## src/sv/fconv_pkg.sv

```systemverilog
// Shared types and constants for the full linear convolution core.
// No dependencies; imported by every module of the core.
package fconv_pkg;

   localparam int VALUE_W      = 32;
   localparam int SUM_W        = 64;
   localparam int IDX_W        = 4;
   localparam int KLEN_W       = 5;
   localparam int RESULT_LIMIT = 16;

   localparam logic CMD_LOAD   = 1'b0;
   localparam logic CMD_SAMPLE = 1'b1;

   typedef logic signed [VALUE_W-1:0] value_type;
   typedef logic signed [SUM_W-1:0]   sum_type;

   // per-cycle control broadcast along the row of tap cells
   typedef struct packed {
      logic shift;   // move every sample one cell further
      logic clear;   // zero the delay line (after the last output of a run)
   } cell_ctl_type;

endpackage

```

## src/sv/fconv_tap_cell.sv

```systemverilog
// One tap of the delay line: sample register, coefficient and product.
// Depends on fconv_pkg.
module fconv_tap_cell (
   input  logic                 clock,
   input  logic                 reset,
   input  fconv_pkg::cell_ctl_type ctl,
   input  fconv_pkg::value_type sample_in,
   input  logic                 kern_we,
   input  fconv_pkg::value_type kern_data,
   input  logic                 tap_on,
   output fconv_pkg::value_type sample_out,
   output fconv_pkg::sum_type   product
);
   import fconv_pkg::*;

   value_type sample_ff;
   value_type sample_in_w;
   value_type kernel_ff;
   sum_type   product_ff;
   sum_type   product_in;

   always_comb begin
      priority if (ctl.shift) begin
         sample_in_w = sample_in;
      end else if (ctl.clear) begin
         sample_in_w = '0;
      end else begin
         sample_in_w = sample_ff;
      end
   end

   // the neighbour already presents zero when a shift meets a clear
   always_ff @(posedge clock) begin
      if (reset) begin
         sample_ff <= '0;
      end else begin
         sample_ff <= sample_in_w;
      end
   end

   always_ff @(posedge clock) begin
      if (kern_we) begin
         kernel_ff <= kern_data;
      end
   end

   // signed 32 x 32 product, both operands sign-extended
   always_comb begin
      if (tap_on) begin
         product_in = sum_type'(kernel_ff) * sum_type'(sample_ff);
      end else begin
         product_in = '0;
      end
   end

   always_ff @(posedge clock) begin
      product_ff <= product_in;
   end

   assign sample_out = sample_ff;
   assign product    = product_ff;

endmodule

```

## config.mk

```make
export PLATFORM = sky130hd
export DESIGN_NAME = fconv_tap_cell
export DESIGN_NICKNAME = d
export VERILOG_FILES = /design/src/sv/fconv_pkg.sv /design/src/sv/fconv_tap_cell.sv
export SDC_FILE = /design/constraint.sdc
export NUM_CORES = 2
export LEC_CHECK = 0
export ABC_AREA = 1
export BUFFER_PORTS_ARGS = -buffer_cell sky130_fd_sc_hd__buf_2
export CAP_MARGIN = 5
export CORE_ASPECT_RATIO = 0.8
export CORE_UTILIZATION = 50
export DETAILED_ROUTE_END_ITERATION = 16
export PLACE_DENSITY = 0.77
export SLEW_MARGIN = 20
export SYNTH_ARGS = -nofsm -noshare
export SYNTH_HDL_FRONTEND = slang
export SYNTH_SLANG_ARGS = --single-unit
```

## constraint.sdc

```tcl
create_clock -name clock -period 7.6 [get_ports clock]
set_clock_uncertainty 0.1 [all_clocks]
set_input_delay 0 -clock clock [delete_from_list [all_inputs] [get_ports clock]]
set_output_delay 0 -clock clock [all_outputs]
set_load 0.01 [all_outputs]
```

==> impl_metrics.csv <==
group,metric,value,unit
placement,gp_congestion,0.987,
sta,final-setup-viol-count,0,
clock_network,htree_levels,4,
floorplan,core_area,84200,µm²
run,drv_cap,0,
synth,yosysWarnings,0,
synth,yosysUniqueCellTypes,34,
clock_network,cts_tree,"done",
worst_setup_path,cp_max_fo,14,
layout,nFillCells,7395,
synth,yosysMostFrequentCell,"inv_1",
placement,port_buffers,165,
sta,worstMarginPinSlew,1.09,ns
sta,tns,0,ns
synth,synth_area,42500,µm²
drt,vias,34367,
worst_setup_path,crit_path_start_kind,"flip-flop",
floorplan,die_area,86200,µm²
layout,drive_gt1_frac,0.0819,
synth,synth-seq-cells,128,
synth,synth.top_cells.by_count,"inv_1, nand2_1, fa_1, clkbuf_1, ha_1",
drt,drt-pass1-iter-count,6,
outcome,outcome,"finished, final reports clean",
synth,synth_area_leaders,"fa_1, inv_1, nand2_1, ha_1, dfxtp_1",
layout,nets,6926,
synth,synth_ff_type,"dfxtp_1",
sta,slew_violations,0,
sta,fin_crit_sh,0.972,
clock_network,cts_buffers,17,
sta,post-route-min-period,7.39,ns
clock_network,cts_buffer_depth,2,
floorplan,io_pins,166,
worst_setup_path,cp-end-kind,"flip-flop",
drt,post_drt_wl_per_cell,18.9,µm
sta,max_freq,135,MHz
synth,synth.avg_cell_area,7.90,µm²
layout,syn2layout_area_growth,11.4,%
synth,syn_inst,5381,
floorplan,die_x,328,µm
global_routing,grt_pass1_wl,206000,µm
drt,antenna_left,0,
drt,drt_wl_total,127000,µm
synth,async_reset_ff_frac,0,
floorplan,die_y,263,µm
clock_network,clock_sinks,128,
sta,final_hold_viol_count,0,
drt,viasPerCell,5.11,
global_routing,grt_pass1_vias,37965,
synth,synth_edf_count,32,
clock_network,root_buffer,"clkbuf_16",
worst_setup_path,cp.arrival,7.70,ns
synth,netlist.area_leader.share,0.509,
clock_network,clk_latency,0.48,ns
global_routing,grt_util_all_layers,0.310,
global_routing,grt_max_degree,56,
drt,drt_iter0_drc,3105,
floorplan,initial_utilization,0.505,
worst_setup_path,crit_type,"reg2reg",
synth,yosysSeqAreaShare,0.0678,
synth,syn-num-nets,6717,
global_routing,grt.overflow.total,0,
global_routing,antenna_found_initial,1,
sta,max-slew-margin-rel,0.271,
sta,rsz0062_at_grt,"false",
synth,synth_area_leader_cell,"fa_1",
drt,drc,0,
floorplan,rows,95,
worst_hold_path,hold_class,"in2reg",
clock_network,clk_pin_slew,0.07,ns
placement,dp_hpwl,103000,µm
worst_setup_path,worstPathRequired,7.91,ns
[sequential cells by signal, indices dropped and copies added (netlist names)]
signal and count:
kernel_ff 32, product 64, sample_out 32
[metal layers]
layer	share of wire	GRT usage	up-vias	wire, µm
met5	0	0	-	0
met4	0.049	0.136	0	6250
met3	0.097	0.0568	387	12300
met2	0.47	0.511	1828	59400
met1	0.39	0.401	16975	48900
li1	-	-	15177	-
[cell families after synthesis]
family                     count (synthesis)  synth area share
DFF                                      128            0.0678
xor gates and xnor gates                   5           0.00103
buffers and inverters                   1934             0.171
adders and majority gates               1266             0.563
AOI/OAI and AO/OA                        171            0.0214
and+or+nand+nor                         1877             0.176
[layout by cell type (no fill, tap or decap), types with 3 or more instances in the layout]
cell type,instances
nor2_1,138
or2_2,8
dfxtp_1,96
nor2_2,37
o21ai_1,4
nor3_2,3
nand3_1,57
buf_12,46
nand2_1,1567
xnor2_1,3
nor3_1,3
nand2_2,27
a21oi_1,113
o21bai_1,6
buf_2,165
nand3_2,9
nand4_1,7
clkbuf_16,17
fa_1,1078
o21a_1,11
clkinvlp_4,3
inv_1,1685
a21oi_2,5
nor2_4,8
fa_2,4
inv_6,6
and2_1,5
and3_1,6
buf_4,101
dlygate4sd3_1,115
ha_1,180
inv_2,7
edfxtp_1,32
bufinv_16,4
ha_2,4
o21ai_0,31
[per-stage QoR]
stage	instances	hold slack, ns	worst slack (ns)	cell area [µm²]	util
global route	6718	0.123	0.0000293	47400	0.563
detailed placement	6558	0.0783	0.120	45400	0.539
finish	6719	0.0748	0.211	47400	0.563
floorplan	5381	-0.0309	0.387	42500	-
CTS	6705	0.0433	0.0839	47200	0.560
global placement	6558	0.0763	0.236	45400	0.539
[final timing paths]
path                  from            end  slack, ns  depth (start not counted)
max           kernel_ff[4]    product[53]       0.21                         26
min                 ctl[1]  sample_out[5]       0.07                          3
max reg2reg   kernel_ff[4]    product[53]       0.21                         26
min reg2reg  sample_out[5]  sample_out[5]       0.76                          3
[final cells by class]
cell class / count / area, µm² / share of cell area
diodes: 1 / 2.50 / 0.0000528
multi-input cells: 3319 / 32400 / 0.684
well taps: 1115 / 1400 / 0.0294
inverters: 1695 / 6370 / 0.134
clock inverters: 14 / 203 / 0.00428
flip-flops and latches: 128 / 2880 / 0.0608
clock buffers: 18 / 429 / 0.00906
repair buffers: 429 / 3670 / 0.0775
[worst max-delay path, cell delays in order, from the launching register on]
cell	delay, ns
edfxtp_1	0.72
buf_4	0.33
nand2_1	0.08
inv_1	0.06
fa_1	0.43
fa_1	0.42
fa_1	0.49
inv_1	0.05
fa_1	0.47
inv_1	0.05
fa_1	0.51
inv_1	0.06
fa_1	0.53
inv_1	0.05
fa_1	0.50
fa_1	0.47
ha_1	0.46
nand2_1	0.16
nand2_1	0.09
nand2_1	0.06
nand2_1	0.08
a21oi_1	0.27
nand3_1	0.33
nand2_1	0.20
nand3_1	0.08
and2_1	0.14
nor2_1	0.10
[what timing repair did]
action | CTS | global route
hold buffers | 115 | 0
endpoints found under the setup margin | 0 | 27
endpoints found under the hold margin | 64 | 0
setup buffers | 0 | 13
gates resized for setup | 0 | 23
Power is not shown: default switching activity piles up to over one toggle a cycle in this logic, so the estimate is an artifact.
