--- config.mk ---
export PLATFORM = sky130hd
export DESIGN_NAME = fconv_out_fifo
export DESIGN_NICKNAME = d
export VERILOG_FILES = /design/src/sv/fconv_pkg.sv /design/src/sv/fconv_out_fifo.sv
export SDC_FILE = /design/constraint.sdc
export NUM_CORES = 1
export LEC_CHECK = 0
export ABC_AREA = 1
export ABC_CLOCK_PERIOD_IN_PS = 4300
export BUFFER_PORTS_ARGS = -buffer_cell sky130_fd_sc_hd__buf_4
export CORE_MARGIN = 1.5
export CORE_UTILIZATION = 40
export CTS_CLUSTER_DIAMETER = 60
export DETAILED_ROUTE_END_ITERATION = 8
export SYNTH_ARGS = -nofsm -noshare
export SYNTH_HDL_FRONTEND = slang
export SYNTH_SLANG_ARGS = --single-unit
--- constraint.sdc ---
create_clock -name clock -period 4.3 [get_ports clock]
set_clock_uncertainty 0.15 [all_clocks]
set_input_delay 0.43 -clock clock [delete_from_list [all_inputs] [get_ports clock]]
set_output_delay 0.43 -clock clock [all_outputs]
set_load 0.05 [all_outputs]
--- src/sv/fconv_pkg.sv ---
// Shared types and constants for the full linear convolution core.
// No dependencies; imported by every module of the core.
package fconv_pkg;

   localparam int VALUE_W      = 32;
   localparam int SUM_W        = 64;
   localparam int IDX_W        = 4;
   localparam int KLEN_W       = 5;
   localparam int RESULT_LIMIT = 16;

   localparam logic CMD_LOAD   = 1'b0;
   localparam logic CMD_SAMPLE = 1'b1;

   typedef logic signed [VALUE_W-1:0] value_type;
   typedef logic signed [SUM_W-1:0]   sum_type;

   // per-cycle control broadcast along the row of tap cells
   typedef struct packed {
      logic shift;   // move every sample one cell further
      logic clear;   // zero the delay line (after the last output of a run)
   } cell_ctl_type;

endpackage

--- src/sv/fconv_out_fifo.sv ---
// Result queue between the adder tree and the response channel.
// Depends on fconv_pkg; never overflows, the top level holds the credits.
module fconv_out_fifo #(
   parameter int DEPTH = 8
) (
   input  logic               clock,
   input  logic               reset,
   input  logic               push,
   input  fconv_pkg::sum_type push_sum,
   input  logic               push_last,
   input  logic               pop,
   output logic               rsp_valid,
   output fconv_pkg::sum_type rsp_sum,
   output logic               rsp_last_of_run
);
   import fconv_pkg::*;

   localparam int AW = $clog2(DEPTH);

   sum_type       sum_mem  [DEPTH];
   logic          last_mem [DEPTH];
   logic [AW:0]   wr_ptr_ff;
   logic [AW:0]   rd_ptr_ff;
   logic [AW:0]   wr_ptr_in;
   logic [AW:0]   rd_ptr_in;

   assign wr_ptr_in = wr_ptr_ff + (AW + 1)'(push);
   assign rd_ptr_in = rd_ptr_ff + (AW + 1)'(pop);

   always_ff @(posedge clock) begin
      if (reset) begin
         wr_ptr_ff <= '0;
         rd_ptr_ff <= '0;
      end else begin
         wr_ptr_ff <= wr_ptr_in;
         rd_ptr_ff <= rd_ptr_in;
      end
   end

   always_ff @(posedge clock) begin
      if (push) begin
         sum_mem[wr_ptr_ff[AW-1:0]]  <= push_sum;
         last_mem[wr_ptr_ff[AW-1:0]] <= push_last;
      end
   end

   assign rsp_valid       = (wr_ptr_ff != rd_ptr_ff);
   assign rsp_sum         = sum_mem[rd_ptr_ff[AW-1:0]];
   assign rsp_last_of_run = last_mem[rd_ptr_ff[AW-1:0]];

endmodule
==> results.sh <==
export IMPL_postCtsSetupRepairBufs=0
export IMPL_firstDrtPassIters=7
export IMPL_yosysTopAreaCellShare_pct=67.72
export IMPL_port_buffers=134
export IMPL_die_width_um=243.1
export IMPL_vdd_drop_max_uv=242.9
export IMPL_finalMaxSlewViolations=0
export IMPL_synthesis_area_um2=23060
export IMPL_overflow=0
export IMPL_fmax_mhz=311.9
export IMPL_cts_buffer_depth=3
export IMPL_cp_cell_sequence="buf_4 -> nand2_1 -> nand3_1 -> nand2_1 -> nand2_1 -> nand2_1 -> buf_4"
export IMPL_worstSetupPathType="flop to output port"
export IMPL_tritoncts_num_buffers=55
export IMPL_setup_violations=0
export IMPL_yosys_top_cells_area="edfxtp_1 68%, nand2_1 14%, inv_1 5.9%"
export IMPL_pwr_share_comb_pct=14.4
export IMPL_die_area_um2=59100
export IMPL_crit_top_cell="nand2_1"
export IMPL_cts_max_level=2
export IMPL_p_sw_share_pct=26.47
export IMPL_drt_iter0_drc=1038
export IMPL_finalHoldViolCount=0
export IMPL_ant_nets=0
export IMPL_design_final_nets=2558
export IMPL_cts_tree="built"
export IMPL_power_switching_mw=3.162
export IMPL_rsz0062_at_grt="false"
export IMPL_postSynthAreaPerCell_um2=10.00
export IMPL_synthesis_instances=2305
export IMPL_worstPathMaxFanout=99
export IMPL_synth_compound_area_share_pct=0.04341
export IMPL_synthTopCellsByCount="851 x nand2_1, 520 x edfxtp_1, 361 x inv_1"
export IMPL_die_height_um=243.1
export IMPL_cp_num_buf_inv=2
export IMPL_clkPwrFrac_pct=36.8
export IMPL_synth_seq_area_share_pct=68.41
export IMPL_grt_pass1_wl_um=83610
export IMPL_cts_resized=0
export IMPL_avgRoutedWirePerCell_um=16.33
export IMPL_antenna_cells=0
export IMPL_synth_mux_area_fraction_pct=0
export IMPL_hold_class="input pin to flop"
export IMPL_worstSetupEndpointType="output port"
export IMPL_fp_coreArea_um2=56710
export IMPL_pin_count=135
export IMPL_crit_family="buffers and inverters"
export IMPL_timing_final_crit_share_pct=74.55
export IMPL_drt_total_wl_um=53590
export IMPL_synth_simple_area_share_pct=19.81
export IMPL_cp_arrival_ps=2630
export IMPL_worst_slew_pin_transition_ps=1170
export IMPL_async_flop_share_pct=0
export IMPL_synthAdderAreaFrac_pct=0.2170
export IMPL_max_cap_violations=0
export IMPL_root_buffer="clkbuf_16"
export IMPL_start_kind="flop"
export IMPL_p_int_mw=8.784
export IMPL_drive_gt1_share_pct=16.27
export IMPL_tns_ps=0
export IMPL_clk_pin_slew_ps=60
export IMPL_clock_latency_ps=580
export IMPL_p_leak_nw=12.09
export IMPL_antenna_found_initial=1
export IMPL_stdcell_area_um2=27120
export IMPL_synth_top_family_by_area="simple AND/OR/NAND/NOR gates"
export IMPL_grt_max_degree=164
export IMPL_outcome="complete, no violations"
export IMPL_start_util_pct=40.66
export IMPL_gp_congestion=0.7455
export IMPL_clock_sinks=528
export IMPL_min_period_ps=3206
export IMPL_synth_ff_type="edfxtp_1"
export IMPL_dp_hpwl_um=28280
export IMPL_synth_top_area_cell="edfxtp_1"
export IMPL_area_delta_synth_final_pct=17.60
export IMPL_max_slew_margin_rel_pct=21.98
export IMPL_drc_errors=0
export IMPL_ys_types=22
export IMPL_crit_required_ps=3720
export IMPL_synth_edf_count=520
export IMPL_yosys_register_bits=528
export IMPL_grt_use_total_pct=18.28
export IMPL_grt_pass1_vias=14670
export IMPL_seqPwrFrac_pct=48.8
export IMPL_synth_xor_area_share_pct=0.2659
export IMPL_power_density_nw_per_um2=440.5
export IMPL_crit_slowest_cell="buf_4"
export IMPL_yosys_warnings=0
export IMPL_place_area_um2=24810
export IMPL_drt_vias_per_instance=4.560
export IMPL_yosysMostFrequentCell="nand2_1"
export IMPL_via_count=14970
export IMPL_placementRows=87
export IMPL_cpPeakStageDelay_ps=840
export IMPL_syn_nets=2378
## timing repair
action                                 in CTS  in global routing
hold buffers                               66                  0
setup endpoints to repair                   0                  0
endpoints found under the hold margin     527                  0
## cell type report
| type | count | area, um2 |
|---|---|---|
| fillers | 5087 | 29600 |
| flip-flops and latches | 528 | 15790 |
| clock buffers | 66 | 1418 |
| repair buffers | 226 | 1987 |
| multi-input cells | 1142 | 4750 |
| clock inverters | 32 | 225.2 |
| inverters | 532 | 2006 |
| well taps | 756 | 945.9 |
## final timing paths
path	startpoint	to	slack, ps	cells after the start
max	rd_ptr_ff[0]	rsp_sum[8]	1090	7
min	push	wr_ptr_ff[0]	100	4
min reg2reg	wr_ptr_ff[3]	wr_ptr_ff[3]	340	2
max reg2reg	wr_ptr_ff[0]	sum_mem[1][56]	1930	3
## per-stage QoR
stage / hold slack [ps] / total power, mW / util (%) / worst slack [ps] / instances
after floorplan: 307.4 / 7.076 / - / 321.0 / 2305
final: 97.06 / 11.95 / 47.81 / 1094 / 3282
after CTS: 51.61 / 12.09 / 47.81 / 1058 / 3282
after detailed placement: 332.5 / 7.622 / 43.75 / 1709 / 3118
after global routing: 75.17 / 12.42 / 47.81 / 930.6 / 3282
after global placement: 323.2 / 7.606 / 43.75 / 1719 / 3118
## flip-flops by register name (all words and copies together) (netlist names)
signal     cells
sum_mem      512
last_mem       8
rd_ptr_ff      4
wr_ptr_ff      4
## kinds of logic after synthesis
kind of cell	after synthesis
flops	528
simple gates	1129
compound gates	2
buf+inv	635
fa+ha+maj	4
xor+xnor	7
## cells in the final DEF, fill, tap and decap left out
cell type / instances
clkbuf_1: 11
inv_6: 2
dlygate4sd3_1: 66
dfxtp_1: 5
xnor2_1: 6
nor2_4: 8
buf_12: 10
nor2_1: 7
clkinv_1: 18
inv_4: 1
xor2_1: 1
edfxtp_1: 520
inv_1: 361
clkinvlp_4: 3
o21ai_1: 1
clkbuf_16: 55
bufinv_16: 3
nand2_1: 851
nand4_1: 1
clkinv_2: 9
a21oi_1: 1
dfxtp_4: 3
ha_1: 4
inv_2: 167
buf_4: 150
nand3_1: 262
## per-layer routing
metal	track usage (%)	vias up	part of all wire (%)
met5	0	-	0.022
met4	5.298	2	2.3
met3	2.941	85	4.5
met2	30.59	306	48
met1	24.55	7069	46
li1	-	7505	-
## power by group through the flow
stage,Sequential [mW],Clock [mW],Combinational [mW]
final,5.83,4.40,1.72
after global routing,5.84,4.71,1.87
after CTS,5.83,4.52,1.74
after detailed placement,5.94,0,1.68
after global placement,5.94,0,1.67
after floorplan,5.94,0,1.13
## tightest hold or removal path: cells and delay by family
family | cells | cell delay [ps]
buffers and inverters | 2 | 150
adder cells (fa/ha/maj) | 1 | 130
AND/OR/NAND/NOR | 1 | 70
No activity file was read; power rests on OpenSTA's default activity.
