===== config.mk =====
export PLATFORM = sky130hd
export DESIGN_NAME = fconv_sum_tree
export DESIGN_NICKNAME = d
export VERILOG_FILES = /design/src/sv/fconv_pkg.sv /design/src/sv/fconv_sum_tree.sv
export SDC_FILE = /design/constraint.sdc
export NUM_CORES = 2
export LEC_CHECK = 0
export BUFFER_PORTS_ARGS = -buffer_cell sky130_fd_sc_hd__buf_2
export CORE_MARGIN = 4
export CORE_UTILIZATION = 40
export CTS_CLUSTER_SIZE = 28
export DETAILED_ROUTE_END_ITERATION = 10
export GPL_TIMING_DRIVEN = 0
export PLACE_DENSITY = 0.66
export SYNTH_ARGS = -nofsm -noshare
export SYNTH_HDL_FRONTEND = slang
export SYNTH_SLANG_ARGS = --single-unit

===== constraint.sdc =====
create_clock -name clock -period 8.6 [get_ports clock]
set_clock_uncertainty 0.2 [all_clocks]
set_input_delay 0.43 -clock clock [delete_from_list [all_inputs] [get_ports clock]]
set_output_delay 0.43 -clock clock [all_outputs]
set_load 0.1 [all_outputs]

===== src/sv/fconv_pkg.sv =====
// Shared types and constants for the full linear convolution core.
// No dependencies; imported by every module of the core.
package fconv_pkg;

   localparam int VALUE_W      = 32;
   localparam int SUM_W        = 64;
   localparam int IDX_W        = 4;
   localparam int KLEN_W       = 5;
   localparam int RESULT_LIMIT = 16;

   localparam logic CMD_LOAD   = 1'b0;
   localparam logic CMD_SAMPLE = 1'b1;

   typedef logic signed [VALUE_W-1:0] value_type;
   typedef logic signed [SUM_W-1:0]   sum_type;

   // per-cycle control broadcast along the row of tap cells
   typedef struct packed {
      logic shift;   // move every sample one cell further
      logic clear;   // zero the delay line (after the last output of a run)
   } cell_ctl_type;

endpackage


===== src/sv/fconv_sum_tree.sv =====
// Registered binary adder tree over the tap products, with saturation.
// Depends on fconv_pkg.
module fconv_sum_tree #(
   parameter int MAX_TAPS = 16
) (
   input  logic                clock,
   input  logic                reset,
   input  logic                in_vld,
   input  logic                in_last,
   input  fconv_pkg::sum_type  product [MAX_TAPS],
   output logic                out_vld,
   output logic                out_last,
   output fconv_pkg::sum_type  out_sum
);
   import fconv_pkg::*;

   localparam int LEVELS = $clog2(MAX_TAPS);
   localparam int PAD    = 1 << LEVELS;
   localparam int SW     = SUM_W + LEVELS;

   logic signed [SW-1:0] leaf    [PAD];
   logic signed [SW-1:0] node_ff [1:PAD-1];
   logic [LEVELS-1:0]    vld_ff;
   logic [LEVELS-1:0]    last_ff;
   logic [LEVELS-1:0]    vld_in;
   logic [LEVELS-1:0]    last_in;
   logic [SW-SUM_W:0]    upper;

   for (genvar i = 0; i < PAD; i++) begin : g_leaf
      if (i < MAX_TAPS) begin : g_used
         assign leaf[i] = SW'(product[i]);
      end else begin : g_pad
         assign leaf[i] = '0;
      end
   end

   // heap numbering: node i adds children 2i and 2i+1, leaves sit at PAD..2*PAD-1
   for (genvar i = 1; i < PAD; i++) begin : g_node
      if (2 * i >= PAD) begin : g_bottom
         always_ff @(posedge clock) begin
            node_ff[i] <= leaf[2 * i - PAD] + leaf[2 * i + 1 - PAD];
         end
      end else begin : g_inner
         always_ff @(posedge clock) begin
            node_ff[i] <= node_ff[2 * i] + node_ff[2 * i + 1];
         end
      end
   end

   if (LEVELS > 1) begin : g_line
      assign vld_in  = {vld_ff[LEVELS-2:0], in_vld};
      assign last_in = {last_ff[LEVELS-2:0], in_last};
   end else begin : g_single
      assign vld_in  = in_vld;
      assign last_in = in_last;
   end

   always_ff @(posedge clock) begin
      if (reset) begin
         vld_ff <= '0;
      end else begin
         vld_ff <= vld_in;
      end
   end

   always_ff @(posedge clock) begin
      last_ff <= last_in;
   end

   // saturate: all bits above the 64-bit sign must agree with it
   assign upper = node_ff[1][SW-1:SUM_W-1];

   always_comb begin
      priority if ((&upper) || !(|upper)) begin
         out_sum = node_ff[1][SUM_W-1:0];
      end else if (node_ff[1][SW-1]) begin
         out_sum = {1'b1, {(SUM_W-1){1'b0}}};
      end else begin
         out_sum = {1'b0, {(SUM_W-1){1'b1}}};
      end
   end

   assign out_vld  = vld_ff[LEVELS-1];
   assign out_last = last_ff[LEVELS-1];

endmodule


==> flow_summary.yaml <==
floorplanning:
  chipHeight_um: 443
  rows: 159
  dieArea_sq_um: 196000
  dieWidth_um: 443
  start_util_pct: 40.3
  core-area_sq_um: 188000
  io_pins: 1094
worst_setup_path:
  cp_max_fo: 7
  crit_family: "compound AO/OA/AOI/OAI gates"
  worstPathRequired_ps: 9000
  start_kind: "primary input"
  crit_chain: "dlygate4sd3_1, buf_2, ha_1, dlygate4sd3_1, buf_2, nand3_1, a211o_1, o21ai_1, nand4_1, nand2_1, a41oi_1, a211oi_1, o41ai_2, o41ai_1, xor2_1, dlygate4sd3_1"
  cp_common_cell: "dlygate4sd3_1"
  critPathMaxStageDelay_ps: 970
  ff2ff_path_depth: 13
  endpoint_kind: "flop"
  r2r_start: "node_ff[0][680]$_DFF_P_"
  r2r-end: "node_ff[0][402]$_DFF_P_"
  r2r_slack_ps: 3740
  arrival_ps: 6140
  crit_slowest_cell: "a211oi_1"
  path_buf_inv: 5
  critPathKind: "in -> reg"
cts:
  clkLatencyLatePin_ps: 730
  post_cts_buffers: 0
  clockBufferDepth: 3
  cts_root_buffer: "clkbuf_16"
  clkSinkCount: 1004
  clk_pin_slew_ps: 60
  cts-buffers-inserted: 106
  cts_resized: 0
  cts_tree: "done"
  cts_max_level: 3
drt:
  dr.pass1.iters: 6
  avgRoutedWirePerCell_um: 22.5
  vias: 77500
  drt-vias-per-instance: 5.75
  drt-total-wl_um: 303000
  drtAntennaViolNets: 0
  drtIter0Drc: 7087
  drc: 0
placement:
  portBuffers: 1093
  dp.cells: 12800
  place.gp.congestion: 1.06
  hpwl_um: 255000
synthesis:
  avgSynthCellArea_sq_um: 8.23
  ys_ff_latch: 1004
  synth_edf_count: 0
  syn_inst: 9208
  syn_area_sq_um: 75800
  synthFlopType: "dfxtp_1"
  synth_nets: 11200
  async_flop_share_pct: 0
  synth_cell_types: 103
  yosysWarnings: 0
  yosysSeqAreaShare_pct: 26.5
global_route:
  track_usage_pct: 29.1
  grt_pass1_wl_um: 447000
  antenna_found_initial: 44
  grt-ovfl-total: 0
  grt_max_degree: 16
  grt_pass1_vias: 74300
worst_hold_path:
  min_path_type: "in -> reg"
  min_delay_path_depth: 3
  worstHoldStart: "product[914]"
  worstHoldEndpoint: "node_ff[0][562]$_DFF_P_"
status:
  status: "complete, no violations"
sta:
  relSlewSlack_pct: 17.4
  hold_viol: 0
  min_period_ps: 5730
  max_clock_freq_mhz: 174
  setup_violations: 0
  tightestPinTransition_ps: 1220
  rsz0062_at_grt: "no"
  slew_violations: 0
  fin_crit_sh_pct: 66.7
  tns_ps: 0
final_layout:
  fillers: 18300
  area_delta_synth_final_pct: 22.6
  layout.area.seq_sq_um: 20100
  fin_nets: 12900
  final_util_pct: 49.4
  drive_above_1_share_pct: 12.8
  multiInputGateArea_sq_um: 53200
  instances_no_fill: 13500
power:
  leakage_nw: 42.3
  irDropWorstVdd_mv: 0.284
  cellPowerDensity_nw_per_um2: 367
job:
  drv_cap: 0
## area by class of cell
class / count / share of cell area (%)
clock buffer: 139 / 3.17
timing repair buffer: 1570 / 11.0
tap: 2495 / 3.36
buffer: 382 / 1.56
inverter: 269 / 1.09
antenna: 19 / 0.0512
sequential: 1004 / 21.6
clock inverter: 55 / 0.815
multi-input combinational: 7553 / 57.3
## through the flow
stage | cell area, sq um | power [mW] | hold WS [ps] | worst slack (ps)
finish | 92900 | 34.1 | 36.7 | 2870
CTS | 92800 | 34.1 | 0.0562 | 3120
floorplan | 75800 | 22.4 | 110 | 5000
detailed placement | 84400 | 28.8 | 112 | 3530
global placement | 84400 | 28.7 | 117 | 3480
global route | 92900 | 36.5 | 22.8 | 2840
## sequential cells by signal, summed over array words and instances (netlist names)
register	flops
last_ff	4
node_ff	996
vld_ff	4
## tightest hold or removal path, cell delays in order
cell and delay (ps):
buf_2 80, ha_1 210, xnor2_1 150
## where the power goes
| part | total (mW) | internal [mW] | leakage [nW] | switching (mW) |
|---|---|---|---|---|
| registers | 7.49 | 6.66 | 8.47 | 0.823 |
| logic | 21.8 | 7.62 | 32.1 | 14.2 |
| clock network | 4.84 | 2.87 | 1.79 | 1.97 |
## how the worst max path moves through the flow
stage / startpoint / to / cells after the start
after floorplan: product[0] / node_ff[0][1082]$_DFF_P_ / 13
after global placement: product[256] / node_ff[0][946]$_DFF_P_ / 14
after detailed placement: product[256] / node_ff[0][946]$_DFF_P_ / 14
after CTS: product[138] / node_ff[0][1015]$_DFF_P_ / 16
after global routing: product[138] / node_ff[0][1015]$_DFF_P_ / 16
final: product[138] / node_ff[0][1015]$_DFF_P_ / 16
## synth_stat cells (249+ instances only)
| master | n | share of area (%) |
|---|---|---|
| a21oi_1 | 1099 | 7.3 |
| nand4_1 | 249 | 2.1 |
| a21o_1 | 621 | 6.2 |
| dfxtp_1 | 1004 | 27 |
| o21ai_0 | 537 | 3.5 |
| nor2_1 | 539 | 2.7 |
| clkbuf_1 | 367 | 1.8 |
| nand2_1 | 684 | 3.4 |
| inv_1 | 269 | 1.3 |
| ha_1 | 973 | 16 |
| xnor2_1 | 595 | 6.9 |
| xor2_1 | 320 | 3.7 |
## kinds of logic after synthesis
group,share of synthesized area [%]
AOI/OAI and AO/OA,28.8
xor gates and xnor gates,10.6
adders and majority gates,16.5
buffers and inverters,3.25
DFF,26.5
muxes,0.0528
and+or+nand+nor,14.3
## routing by layer
metal	wire length [um]	global-route usage [%]
met5	84	0
met4	14700	12.0
met3	19700	4.01
met2	134000	46.2
met1	135000	39.6
## layout by cell type, fill, tap and decap left out, types with 38 or more instances in the layout
master / netlist / routed
and2_1: 45 / 45
ha_1: 973 / 973
xor2_1: 320 / 320
nor4_1: 38 / 38
nand4_1: 249 / 249
dfxtp_1: 1004 / 1004
dlygate4sd3_1: 0 / 476
o21ai_0: 537 / 537
o211ai_1: 54 / 54
o21ai_1: 65 / 65
o21bai_1: 182 / 182
clkbuf_1: 367 / 384
nand3_1: 178 / 178
o31ai_1: 48 / 48
and3_1: 79 / 79
nor2_1: 539 / 538
o21a_1: 110 / 110
xnor2_1: 595 / 595
a211oi_1: 104 / 104
a21o_1: 621 / 621
a31oi_1: 136 / 136
nand2b_1: 92 / 92
inv_1: 269 / 269
clkbuf_16: 0 / 107
buf_2: 12 / 1105
nor3_1: 123 / 123
nand2_1: 684 / 684
a21oi_1: 1099 / 1099
nor2b_1: 117 / 117
## repair_timing
action | CTS | global route
hold endpoints to repair | 244 | 0
endpoints found under the setup margin | 0 | 0
hold buffers | 476 | 0
Power figures use the tool's default switching activity.
